### config.mk
export PLATFORM = sky130hd
export DESIGN_NAME = hex_number_formatter_unit
export DESIGN_NICKNAME = d
export VERILOG_FILES = /design/src/hdl/hnf_pkg.sv /design/src/hdl/hnf_nib_shift.sv /design/src/hdl/hnf_seq.sv /design/src/hdl/hex_number_formatter_unit.sv
export SDC_FILE = /design/constraint.sdc
export NUM_CORES = 1
export LEC_CHECK = 0
export BUFFER_PORTS_ARGS = -buffer_cell sky130_fd_sc_hd__clkbuf_2
export CAP_MARGIN = 20
export CORE_MARGIN = 2
export CORE_UTILIZATION = 60
export DETAILED_ROUTE_END_ITERATION = 12
export PLACE_DENSITY_LB_ADDON = 0.25
export SYNTH_ARGS = -nofsm -noshare
export SYNTH_HDL_FRONTEND = slang
export SYNTH_SLANG_ARGS = --single-unit
### constraint.sdc
create_clock -name i_clk -period 10 [get_ports i_clk]
set_input_delay 1 -clock i_clk [delete_from_list [all_inputs] [get_ports i_clk]]
set_output_delay 1 -clock i_clk [all_outputs]
set_load 0.05 [all_outputs]
### src/hdl/hnf_pkg.sv
// Package for the hex number formatter: transfer payload types, ASCII codes
// and the digit lookup. No dependencies.
`default_nettype none
package hnf_pkg;

    localparam int VALUE_W = 32;
    localparam int CNT_W   = 7;
    localparam int NDIG_W  = 4;

    localparam logic [7:0] CH_SPACE = 8'h20;
    localparam logic [7:0] CH_ZERO  = 8'h30;
    localparam logic [7:0] CH_X_LO  = 8'h78;
    localparam logic [7:0] CH_X_UP  = 8'h58;
    localparam logic [7:0] CH_A_LO  = 8'h61;
    localparam logic [7:0] CH_A_UP  = 8'h41;

    typedef struct packed {
        logic [31:0] value;
        logic        upper_case;
        logic        alt_prefix;
        logic        left_align;
        logic        zero_pad;
        logic [6:0]  field_width;
        logic [5:0]  min_digits;
    } t_hnf_in;

    typedef struct packed {
        logic [7:0] char_out;
        logic       last_char;
    } t_hnf_out;

    // control from the sequencer to the nibble shifter
    typedef struct packed {
        logic load;
        logic step;
    } t_shift_ctl;

    function automatic logic [7:0] hex_char(input logic [3:0] nib, input logic upper);
        logic [7:0] base;
        base = upper ? CH_A_UP : CH_A_LO;
        if (nib < 4'd10) begin
            hex_char = CH_ZERO + {4'b0, nib};
        end else begin
            hex_char = base + {4'b0, nib} - 8'd10;
        end
    endfunction

endpackage
`default_nettype wire

### src/hdl/hnf_nib_shift.sv
// Nibble shifter: counts significant nibbles, aligns the leading digit to the
// top and shifts one nibble per digit. Depends on hnf_pkg.
`default_nettype none
module hnf_nib_shift (
    input  wire logic                 i_clk,
    input  wire logic [31:0]          i_value,
    input  wire hnf_pkg::t_shift_ctl  i_ctl,
    output logic [3:0]                o_ndig,
    output logic [3:0]                o_nib
);
    import hnf_pkg::*;

    logic [VALUE_W-1:0] r_val;
    logic [VALUE_W-1:0] n_val;
    logic [2:0]         lead;
    logic [4:0]         shamt;

    always_comb begin
        o_ndig = 4'd1;
        for (int i = 1; i < 8; i++) begin
            if ((i_value >> (4 * i)) != '0) begin
                o_ndig = 4'(i + 1);
            end
        end
    end

    assign lead  = 3'(4'd8 - o_ndig);
    assign shamt = {lead, 2'b00};

    always_comb begin
        n_val = r_val;
        if (i_ctl.load) begin
            n_val = i_value << shamt;
        end else if (i_ctl.step) begin
            n_val = {r_val[VALUE_W-5:0], 4'h0};
        end
    end

    always_ff @(posedge i_clk) begin
        r_val <= n_val;
    end

    assign o_nib = r_val[VALUE_W-1:VALUE_W-4];

endmodule
`default_nettype wire

### src/hdl/hnf_seq.sv
// Character sequencer: works out pad, prefix, zero and digit counts for one
// item and steps through them one character per transfer. Depends on hnf_pkg.
`default_nettype none
module hnf_seq #(
    parameter int MAX_WIDTH     = 64,
    parameter int MAX_PRECISION = 62
) (
    input  wire logic                i_clk,
    input  wire logic                i_rst_n,
    input  wire logic                i_start,
    input  wire hnf_pkg::t_hnf_in    i_item,
    input  wire logic [3:0]          i_ndig,
    input  wire logic [3:0]          i_nib,
    input  wire logic                i_slot_free,
    output logic                     o_busy,
    output logic                     o_emit,
    output hnf_pkg::t_hnf_out        o_char,
    output hnf_pkg::t_shift_ctl      o_shift
);
    import hnf_pkg::*;

    localparam logic [2:0] PH_IDLE = 3'd0;
    localparam logic [2:0] PH_LSP  = 3'd1;
    localparam logic [2:0] PH_PRE  = 3'd2;
    localparam logic [2:0] PH_ZERO = 3'd3;
    localparam logic [2:0] PH_DIG  = 3'd4;
    localparam logic [2:0] PH_RSP  = 3'd5;

    logic [2:0]        r_phase, n_phase;
    logic [CNT_W-1:0]  r_cnt, n_cnt;
    logic              r_pre, n_pre;
    logic [CNT_W-1:0]  r_zero, n_zero;
    logic [CNT_W-1:0]  r_rsp, n_rsp;
    logic [NDIG_W-1:0] r_ndig, n_ndig;
    logic              r_upper, n_upper;

    logic [CNT_W-1:0] w_sat;
    logic [5:0]       p_sat;
    logic [5:0]       dchars;
    logic [CNT_W-1:0] body;
    logic [CNT_W-1:0] pad;
    logic             s_pre;
    logic [CNT_W-1:0] s_lsp, s_zero, s_rsp;
    logic             last;

    // setup arithmetic for the item being accepted
    always_comb begin
        w_sat  = (i_item.field_width > CNT_W'(MAX_WIDTH)) ? CNT_W'(MAX_WIDTH)
                                                          : i_item.field_width;
        p_sat  = (i_item.min_digits > 6'(MAX_PRECISION)) ? 6'(MAX_PRECISION)
                                                         : i_item.min_digits;
        dchars = (p_sat > {2'b00, i_ndig}) ? p_sat : {2'b00, i_ndig};
        s_pre  = i_item.alt_prefix && (i_item.value != '0);
        body   = CNT_W'(dchars) + (s_pre ? CNT_W'(2) : CNT_W'(0));
        pad    = (w_sat > body) ? (w_sat - body) : '0;
        s_lsp  = (!i_item.left_align && !i_item.zero_pad) ? pad : '0;
        s_rsp  = i_item.left_align ? pad : '0;
        s_zero = ((!i_item.left_align && i_item.zero_pad) ? pad : CNT_W'(0))
               + CNT_W'(dchars - {2'b00, i_ndig});
    end

    assign o_busy = (r_phase != PH_IDLE);
    assign o_emit = o_busy && i_slot_free;
    assign last   = ((r_phase == PH_DIG) && (r_cnt == CNT_W'(1)) && (r_rsp == '0))
                 || ((r_phase == PH_RSP) && (r_cnt == CNT_W'(1)));

    always_comb begin
        n_phase = r_phase;
        n_cnt   = r_cnt;
        n_pre   = r_pre;
        n_zero  = r_zero;
        n_rsp   = r_rsp;
        n_ndig  = r_ndig;
        n_upper = r_upper;
        o_char.char_out  = CH_SPACE;
        o_char.last_char = last;
        o_shift.load = i_start;
        o_shift.step = 1'b0;

        if (i_start) begin
            n_pre   = s_pre;
            n_zero  = s_zero;
            n_rsp   = s_rsp;
            n_ndig  = i_ndig;
            n_upper = i_item.upper_case;
            if (s_lsp != '0) begin
                n_phase = PH_LSP;
                n_cnt   = s_lsp;
            end else if (s_pre) begin
                n_phase = PH_PRE;
                n_cnt   = CNT_W'(2);
            end else if (s_zero != '0) begin
                n_phase = PH_ZERO;
                n_cnt   = s_zero;
            end else begin
                n_phase = PH_DIG;
                n_cnt   = CNT_W'(i_ndig);
            end
        end

        unique case (r_phase)
            PH_LSP: begin
                o_char.char_out = CH_SPACE;
            end
            PH_PRE: begin
                o_char.char_out = (r_cnt == CNT_W'(2)) ? CH_ZERO
                                : (r_upper ? CH_X_UP : CH_X_LO);
            end
            PH_ZERO: begin
                o_char.char_out = CH_ZERO;
            end
            PH_DIG: begin
                o_char.char_out = hex_char(i_nib, r_upper);
            end
            PH_RSP: begin
                o_char.char_out = CH_SPACE;
            end
            default: begin
                o_char.char_out = CH_SPACE;
            end
        endcase

        if (o_emit) begin
            n_cnt = r_cnt - CNT_W'(1);
            if (r_phase == PH_DIG) begin
                o_shift.step = 1'b1;
            end
            if (r_cnt == CNT_W'(1)) begin
                unique case (r_phase)
                    PH_LSP: begin
                        if (r_pre) begin
                            n_phase = PH_PRE;
                            n_cnt   = CNT_W'(2);
                        end else if (r_zero != '0) begin
                            n_phase = PH_ZERO;
                            n_cnt   = r_zero;
                        end else begin
                            n_phase = PH_DIG;
                            n_cnt   = CNT_W'(r_ndig);
                        end
                    end
                    PH_PRE: begin
                        if (r_zero != '0) begin
                            n_phase = PH_ZERO;
                            n_cnt   = r_zero;
                        end else begin
                            n_phase = PH_DIG;
                            n_cnt   = CNT_W'(r_ndig);
                        end
                    end
                    PH_ZERO: begin
                        n_phase = PH_DIG;
                        n_cnt   = CNT_W'(r_ndig);
                    end
                    PH_DIG: begin
                        if (r_rsp != '0) begin
                            n_phase = PH_RSP;
                            n_cnt   = r_rsp;
                        end else begin
                            n_phase = PH_IDLE;
                        end
                    end
                    PH_RSP: begin
                        n_phase = PH_IDLE;
                    end
                    default: begin
                        n_phase = PH_IDLE;
                    end
                endcase
            end
        end
    end

    always_ff @(posedge i_clk) begin
        if (!i_rst_n) begin
            r_phase <= PH_IDLE;
            r_cnt   <= '0;
        end else begin
            r_phase <= n_phase;
            r_cnt   <= n_cnt;
        end
    end

    always_ff @(posedge i_clk) begin
        r_pre   <= n_pre;
        r_zero  <= n_zero;
        r_rsp   <= n_rsp;
        r_ndig  <= n_ndig;
        r_upper <= n_upper;
    end

    a_busy_cnt: assert property (@(posedge i_clk) disable iff (!i_rst_n)
        (r_phase != PH_IDLE) |-> (r_cnt != '0))
        else $error("active phase with empty count");

    a_pre_cnt: assert property (@(posedge i_clk) disable iff (!i_rst_n)
        (r_phase == PH_PRE) |-> ((r_cnt == CNT_W'(1)) || (r_cnt == CNT_W'(2))))
        else $error("prefix count out of range");

    a_start_busy: assert property (@(posedge i_clk) disable iff (!i_rst_n)
        i_start |=> (r_phase != PH_IDLE))
        else $error("accepted item produced no characters");

    a_last_idle: assert property (@(posedge i_clk) disable iff (!i_rst_n)
        (o_emit && last) |=> (r_phase == PH_IDLE))
        else $error("sequencer still active after last character");

    a_dig_ndig: assert property (@(posedge i_clk) disable iff (!i_rst_n)
        (r_phase == PH_DIG) |-> (r_cnt <= CNT_W'(r_ndig)))
        else $error("digit count exceeds significant nibbles");

endmodule
`default_nettype wire

### src/hdl/hex_number_formatter_unit.sv
// Hex number formatter, top level: input transfer, output register and the
// sequencer/shifter pair. Depends on hnf_pkg, hnf_nib_shift, hnf_seq.
//
// Renders one 32-bit value as hexadecimal ASCII, printf style, with prefix,
// precision zeros and width padding, and sends it one character per output
// transfer with last_char set on the final one. An item of N characters
// (N = max(width, prefix + digits), 1 to 64) occupies the character
// sequencer until its final character is emitted into the output
// register; o_in_stall stays high while the sequencer is working. The
// output register lets the next item be taken while the final character
// still waits.
`default_nettype none
module hex_number_formatter_unit #(
    parameter int MAX_WIDTH     = 64,
    parameter int MAX_PRECISION = 62
) (
    input  wire logic               i_clk,
    input  wire logic               i_rst_n,
    input  wire logic               i_in_valid,
    output logic                    o_in_stall,
    input  wire hnf_pkg::t_hnf_in   i_in_data,
    output logic                    o_out_valid,
    input  wire logic               i_out_stall,
    output hnf_pkg::t_hnf_out       o_out_data
);
    import hnf_pkg::*;

    logic       start;
    logic       busy;
    logic       emit;
    logic       slot_free;
    logic [3:0] ndig;
    logic [3:0] nib;
    t_hnf_out   seq_char;
    t_shift_ctl shift_ctl;

    logic       r_out_valid;
    t_hnf_out   r_out_data;

    assign o_in_stall = busy;
    assign start      = i_in_valid && !busy;
    assign slot_free  = !r_out_valid || !i_out_stall;

    hnf_nib_shift u_shift (
        .i_clk   (i_clk),
        .i_value (i_in_data.value),
        .i_ctl   (shift_ctl),
        .o_ndig  (ndig),
        .o_nib   (nib)
    );

    hnf_seq #(
        .MAX_WIDTH     (MAX_WIDTH),
        .MAX_PRECISION (MAX_PRECISION)
    ) u_seq (
        .i_clk       (i_clk),
        .i_rst_n     (i_rst_n),
        .i_start     (start),
        .i_item      (i_in_data),
        .i_ndig      (ndig),
        .i_nib       (nib),
        .i_slot_free (slot_free),
        .o_busy      (busy),
        .o_emit      (emit),
        .o_char      (seq_char),
        .o_shift     (shift_ctl)
    );

    always_ff @(posedge i_clk) begin
        if (!i_rst_n) begin
            r_out_valid <= 1'b0;
        end else if (emit) begin
            r_out_valid <= 1'b1;
        end else if (!i_out_stall) begin
            r_out_valid <= 1'b0;
        end
    end

    always_ff @(posedge i_clk) begin
        if (emit) begin
            r_out_data <= seq_char;
        end
    end

    assign o_out_valid = r_out_valid;
    assign o_out_data  = r_out_data;

endmodule
`default_nettype wire

Yosys cells after proc, flatten, opt, wreduce, memory -nomap -nowiden

Cells that the tools add are included.

Add/sub/neg operators: 9
Order comparisons: 5
Equal/unequal tests: 8
Shifts and indexed selects: 1
Muxes and demuxes: 45
Reductions and logical operators: 31

Operators by type and width:

| kind                | number |
|---|---|
| $reduce_bool 32->1  | 8 |
| $mux 7              | 13 |
| $mux 32             | 2 |
| $shl 32x5->32       | 1 |
| $pmux 7 s4          | 1 |
| $reduce_bool 7->1   | 4 |
| $mux 3              | 9 |
| $mux 4              | 6 |
| $mux 6              | 4 |
| $pmux 8 s3          | 1 |
| $mux 8              | 2 |
| $pmux 3 s4          | 1 |
| $add 8x4->8         | 1 |
| $logic_and 1x1->1   | 8 |
| $sub 8x4->8 const B | 1 |
| $add 6x4->7 const A | 1 |
| $add 6x7->7         | 1 |
| $add 7x7->7         | 1 |
| $eq 7x1->1 const B  | 1 |
| $eq 7x2->1 const B  | 1 |
| $gt 7x7->1          | 1 |
| $gt 7x7->1 const B  | 1 |
| $logic_not 7->1     | 1 |
| $sub 6x4->7         | 1 |
| other kinds (16)    | 28 |

Register bits: 72
Output and inout bits: 11

Logic depth before layout (Yosys ltp)

Depth after elaboration: 22
Depth in mapped cells: 35

By module

A second synthesis with hierarchy kept.

Cell total of the unflattened synthesis: 640
Area total of the unflattened synthesis: 6,084.6 µm²

Modules (own cells, without submodules):

| module                    | instances | cells an instance | area an instance (µm²) | sequential area each (µm²) |
|---|---|---|---|---|
| hnf_seq                   | 1         | 382               | 3,205.6                | 800.8 |
| hnf_nib_shift             | 1         | 244               | 2,567.5                | 960.9 |
| hex_number_formatter_unit | 1         | 14                | 311.5                  | 290.3 |

Worst setup path after synthesis

Ideal clock, no wire load.

Path kind: input -> register
From: input i_in_data[26] (netlist bit)
To: register u_seq.r_phase[1]
Setup time: 0.127 ns
Arrival time: 7.706 ns
Required time: 9.873 ns
Slack: 2.167 ns
Stages on the path: 31
Path buffers: 2
Cells stage by stage: or4_1 o21ai_1 a31o_1 buf_2 buf_4 inv_2 ha_1 nor2b_1 o21ai_0 nand2b_1 a21oi_1 o211ai_1 nand2_1 o21ai_0 ha_1 nand3_1 or2_2 ha_1 nand4_1 a211oi_1 o22ai_1 or3_1 fa_1 inv_1 fa_1 xor2_1 or3_2 or4_4 or3_4 o211ai_2 a31oi_1

Cells in the longest elaborated chain, start to end: 22
Elaborated cells between the ends (all ways): 30

Ends and longest elaborated chain:

| what                                             | RTL line                        | source |
|---|---|---|
| start: declaration                               | hex_number_formatter_unit.sv:21 | `input wire hnf_pkg::t_hnf_in i_in_data,` |
| $reduce_bool 32->1                               | hnf_nib_shift.sv:21             | `if ((i_value >> (4 * i)) != '0) begin` |
| $mux 2                                           | hnf_nib_shift.sv:21             |  |
| $mux 4 * (6 in series)                           | hnf_nib_shift.sv:21             |  |
| via ndig[0]                                      | hex_number_formatter_unit.sv:32 | `logic [3:0] ndig;` |
| $gt 6x4->1                                       | hnf_seq.sv:52                   | `dchars = (p_sat > {2'b00, i_ndig}) ? p_sat : {2'b00, i_ndig};` |
| $mux 6                                           | hnf_seq.sv:52                   |  |
| $add 6x7->7                                      | hnf_seq.sv:54                   | `body = CNT_W'(dchars) + (s_pre ? CNT_W'(2) : CNT_W'(0));` |
| $sub 7x7->7 / $gt 7x7->1 (equally long branches) | hnf_seq.sv:55                   | `pad = (w_sat > body) ? (w_sat - body) : '0;` |
| (+3 left out)                                    | n/a                             |  |
| via u_seq.s_zero[2]                              | hnf_seq.sv:43                   | `logic [CNT_W-1:0] s_lsp, s_zero, s_rsp;` |
| $reduce_bool 7->1 *                              | hnf_seq.sv:92                   | `end else if (s_zero != '0) begin` |
| $mux 3 *                                         | hnf_seq.sv:92                   |  |
| $mux 3 *                                         | hnf_seq.sv:89                   | `end else if (s_pre) begin` |
| $mux 3 *                                         | hnf_seq.sv:86                   | `if (s_lsp != '0) begin` |
| $mux 3 *                                         | hnf_seq.sv:80                   | `if (i_start) begin` |
| $mux 3                                           | hnf_seq.sv:128                  | `if (r_cnt == CNT_W'(1)) begin` |
| $mux 3 *                                         | hnf_seq.sv:123                  | `if (o_emit) begin` |
| end signal: assignment                           | hnf_seq.sv:179                  | `r_phase <= n_phase;` |
| end: declaration                                 | hnf_seq.sv:29                   | `logic [2:0] r_phase, n_phase;` |

Mark *: on every way through the listed nets, which the timed path passes. The rest lies on a longest branch.
A chain may end at the register's enable or synchronous reset.

Worst setup path in the final report

From: input i_in_data[48] (netlist bit)
To: register u_seq.r_phase[1]

Elaborated cells between the ends (all ways): 35

RTL lines:

| what                                             | RTL line |
|---|---|
| $reduce_bool 32->1                               | hnf_nib_shift.sv:21 |
| $mux 4 (4 in series)                             | hnf_nib_shift.sv:21 |
| $mux 4 *                                         | hnf_nib_shift.sv:21 |
| via ndig[3]                                      | hex_number_formatter_unit.sv:32 |
| $gt 6x4->1                                       | hnf_seq.sv:52 |
| $mux 6                                           | hnf_seq.sv:52 |
| $add 6x7->7                                      | hnf_seq.sv:54 |
| $sub 7x7->7 / $gt 7x7->1 (equally long branches) | hnf_seq.sv:55 |
| (+3 left out)                                    | n/a |
| via u_seq.s_zero[4]                              | hnf_seq.sv:43 |
| $reduce_bool 7->1 *                              | hnf_seq.sv:92 |
| $mux 3 *                                         | hnf_seq.sv:92 |
| $mux 3 *                                         | hnf_seq.sv:89 |
| $mux 3 *                                         | hnf_seq.sv:86 |
| $mux 3 *                                         | hnf_seq.sv:80 |
| $mux 3                                           | hnf_seq.sv:128 |
| $mux 3 *                                         | hnf_seq.sv:123 |

Marked as above.

==> out/results.txt <==
total number of vias = 4865
RSZ-0062 raised after global routing = no
IO Pins = 64
PortBufs = 62
CTS resizes = 0
Area contributors post-synth = edfxtp_1 (33%), ha_1 (6.1%), mux2i_1 (4.2%)
Worst Path Buf+Inv = 4
ANT nets after route = 0
CP max FO = 9
Leakage Power = 0.002380 uW
CP max stage cell = or4_4
core area = 8806 sq um
Post-synth EDFFs = 60
CP endpoint kind = flip-flop
Post-CTS Setup Repair Bufs = 0
total CTS buffers = 9
#FFs+latches synth = 71
Slew Limit Fails = 0
Post-synth top flop = edfxtp_1
Slew @ Worst Pin = 941.0 ps
Cell Rows = 34
Pre-antenna DRT Iters = 5
vias in the first global route = 4450
startpoint types = primary input
# nets final = 713
Clk Tree Root Cell = clkbuf_8
Post-DP Area = 5839 sq um
count leader, synth = edfxtp_1
Final Hold Fails = 0
aggregate global-route resource usage = 0.2768
maxcap violations = 0
CP Class = in2reg
delay-heaviest family, CP = simple AND/OR/NAND/NOR gates
Die W = 99.87 um
FF/Latch Area = 2022 sq um
post-synthesis sequential area ratio = 0.3667
synthesized instance count = 579
status = complete, no violations
CP required = 10230 ps
n_diodes = 0
Setup Skew = 12.61 ps
top cell type's share of synthesized area = 0.3268
crit path time final = 8562 ps
synthesized area = 5514 sq um
met1 GRT Util = 0.4031
Area Growth Syn to Fin = 9.167%
Async SR Flop Fraction = 0
Worst-path clk slew = 90 ps
initial core utilization = 0.6262
R2R Path Start = u_seq.r_phase[2]
slowest stage delay, CP = 580 ps
final hold slack = 537.0 ps
Final Instance Area = 6020 sq um
first-pass GRT wire length = 22000 um
Post-Syn Area per Cell = 9.523 sq um
Setup violations, final = 0
yosys warns = 0
total grt overflow = 0
top cells by count, synth = edfxtp_1 (60), nand2_1 (50), inv_1 (34), a21oi_1 (30), nor2_1 (29)
GR Util met3 = 0.04248
gpl congestion = 0.9498
Synth Net Count = 664
Post-Route WL = 13630 um
share of cells above drive strength 1 = 0.1738
CTS Buffer Depth = 2
1st-iter DRT viols = 508
Die Height = 99.87 um
critical path data arrival time = 8790 ps
# DRC = 0
fill count = 715
H-tree depth = 3
hold path start = u_shift.r_val[1]
power density cells = 159.9 nW/um^2
Peak VDD IR = 0.07026 mV
die footprint = 9973 sq um
clock latency at the later pin of the worst-skew pair = 360 ps
antenna violations before repair = 0
post-DP HPWL = 10340 um
area leader, netlist = edfxtp_1
hold buffer count at cts = 0
critical path startpoint = i_in_data[48]
GR peak layer = met2
setup_tns = 0 ps
slew margin rel. = 0.3688
Max Clk Rate = 0.1168 GHz
part of the cycle the worst path needs = 0.8562
multi-input logic area = 3199 sq um
largest net degree at the start of global routing = 51
clk sink count = 71
Netlist cell types = 85
Hold WC Path Type = reg2reg
post-DR vias/cell = 6.565
met2 Use GR = 0.4309
WL/cell = 18.39 um
TritonCTS clock tree = built
-- worst paths after layout --
check                                        end  slack, ps  depth (start not counted)
worst max-delay path            u_seq.r_phase[1]       1440                         31
worst max register to register    u_seq.r_cnt[0]       6820                          8
worst min register to register  u_shift.r_val[5]        540                          2
worst min-delay path            u_shift.r_val[5]        540                          2
-- placed cells by master (no fill, tap or decap), drive strengths merged, types with 12 or more instances in the layout --
cell type,instances
nor4,13
o21ai,45
a21oi,30
inv,38
mux2i,23
edfxtp,60
clkbuf,71
nand2b,14
nor3,17
ha,27
nand3,12
nor2,29
nand2,50
a211oi,15
-- area by class of cell --
type | count | area share
multi-input combinational | 443 | 0.5315
inverter | 36 | 0.02245
clock buffer | 9 | 0.02058
timing repair buffer | 67 | 0.05778
sequential | 71 | 0.3359
clock inverter | 7 | 0.009354
tap | 108 | 0.02245
-- cell families (layout without fill, tap and decap cells) --
kind of cell,Yosys count,in the layout,share of synthesized area
DFF,71,71,0.3667
and+or+nand+nor,193,193,0.1940
AOI/OAI and AO/OA,170,170,0.2140
muxes,32,32,0.06830
adders and majority gates,32,32,0.07942
xor gates and xnor gates,15,15,0.02382
other,1,1,0.0006801
buffers and inverters,65,119,0.05309
-- where the power goes --
group | internal, uW | switching (uW) | leakage [uW]
Sequential | 380 | 29.1 | 0.000668
Combinational | 126 | 215 | 0.00163
Clock | 92.8 | 120 | 0.0000842
-- worst register-to-register path, stage by stage, from the launching register on --
cell      delay, ps
dfxtp_1         620
nor3_1          150
nand2_1         100
buf_4           430
clkinv_1        920
o211ai_1        560
nor3_1           90
a21oi_1         120
o31ai_1          80
-- state kept, by name, summed over array words and instances, names as in the netlist --
signal / cells
u_shift.r_val: 32
o_out_data: 8
u_seq.r_cnt: 7
u_seq.r_rsp: 7
u_seq.r_zero: 7
u_seq.r_ndig: 4
u_seq.r_phase: 3
o_out_valid: 1
u_seq.r_pre: 1
u_seq.r_upper: 1
-- metrics by stage --
step | setup WS [ps] | std cells | util | power [uW]
after floorplan | 2167 | 579 | - | 659.0
after global placement | 1456 | 725 | 0.6631 | 733.8
after detailed placement | 1140 | 725 | 0.6631 | 746.6
after CTS | 1449 | 741 | 0.6836 | 955.7
after global routing | 660.3 | 741 | 0.6836 | 1012
final | 1438 | 741 | 0.6836 | 962.3
-- per-layer routing --
metal | routed length (um) | vias up
met5 | 0 | -
met4 | 191 | 0
met3 | 1282 | 20
met2 | 6186 | 244
met1 | 5965 | 2275
li1 | - | 2326
Note: power is estimated with default switching activity, not from simulation.
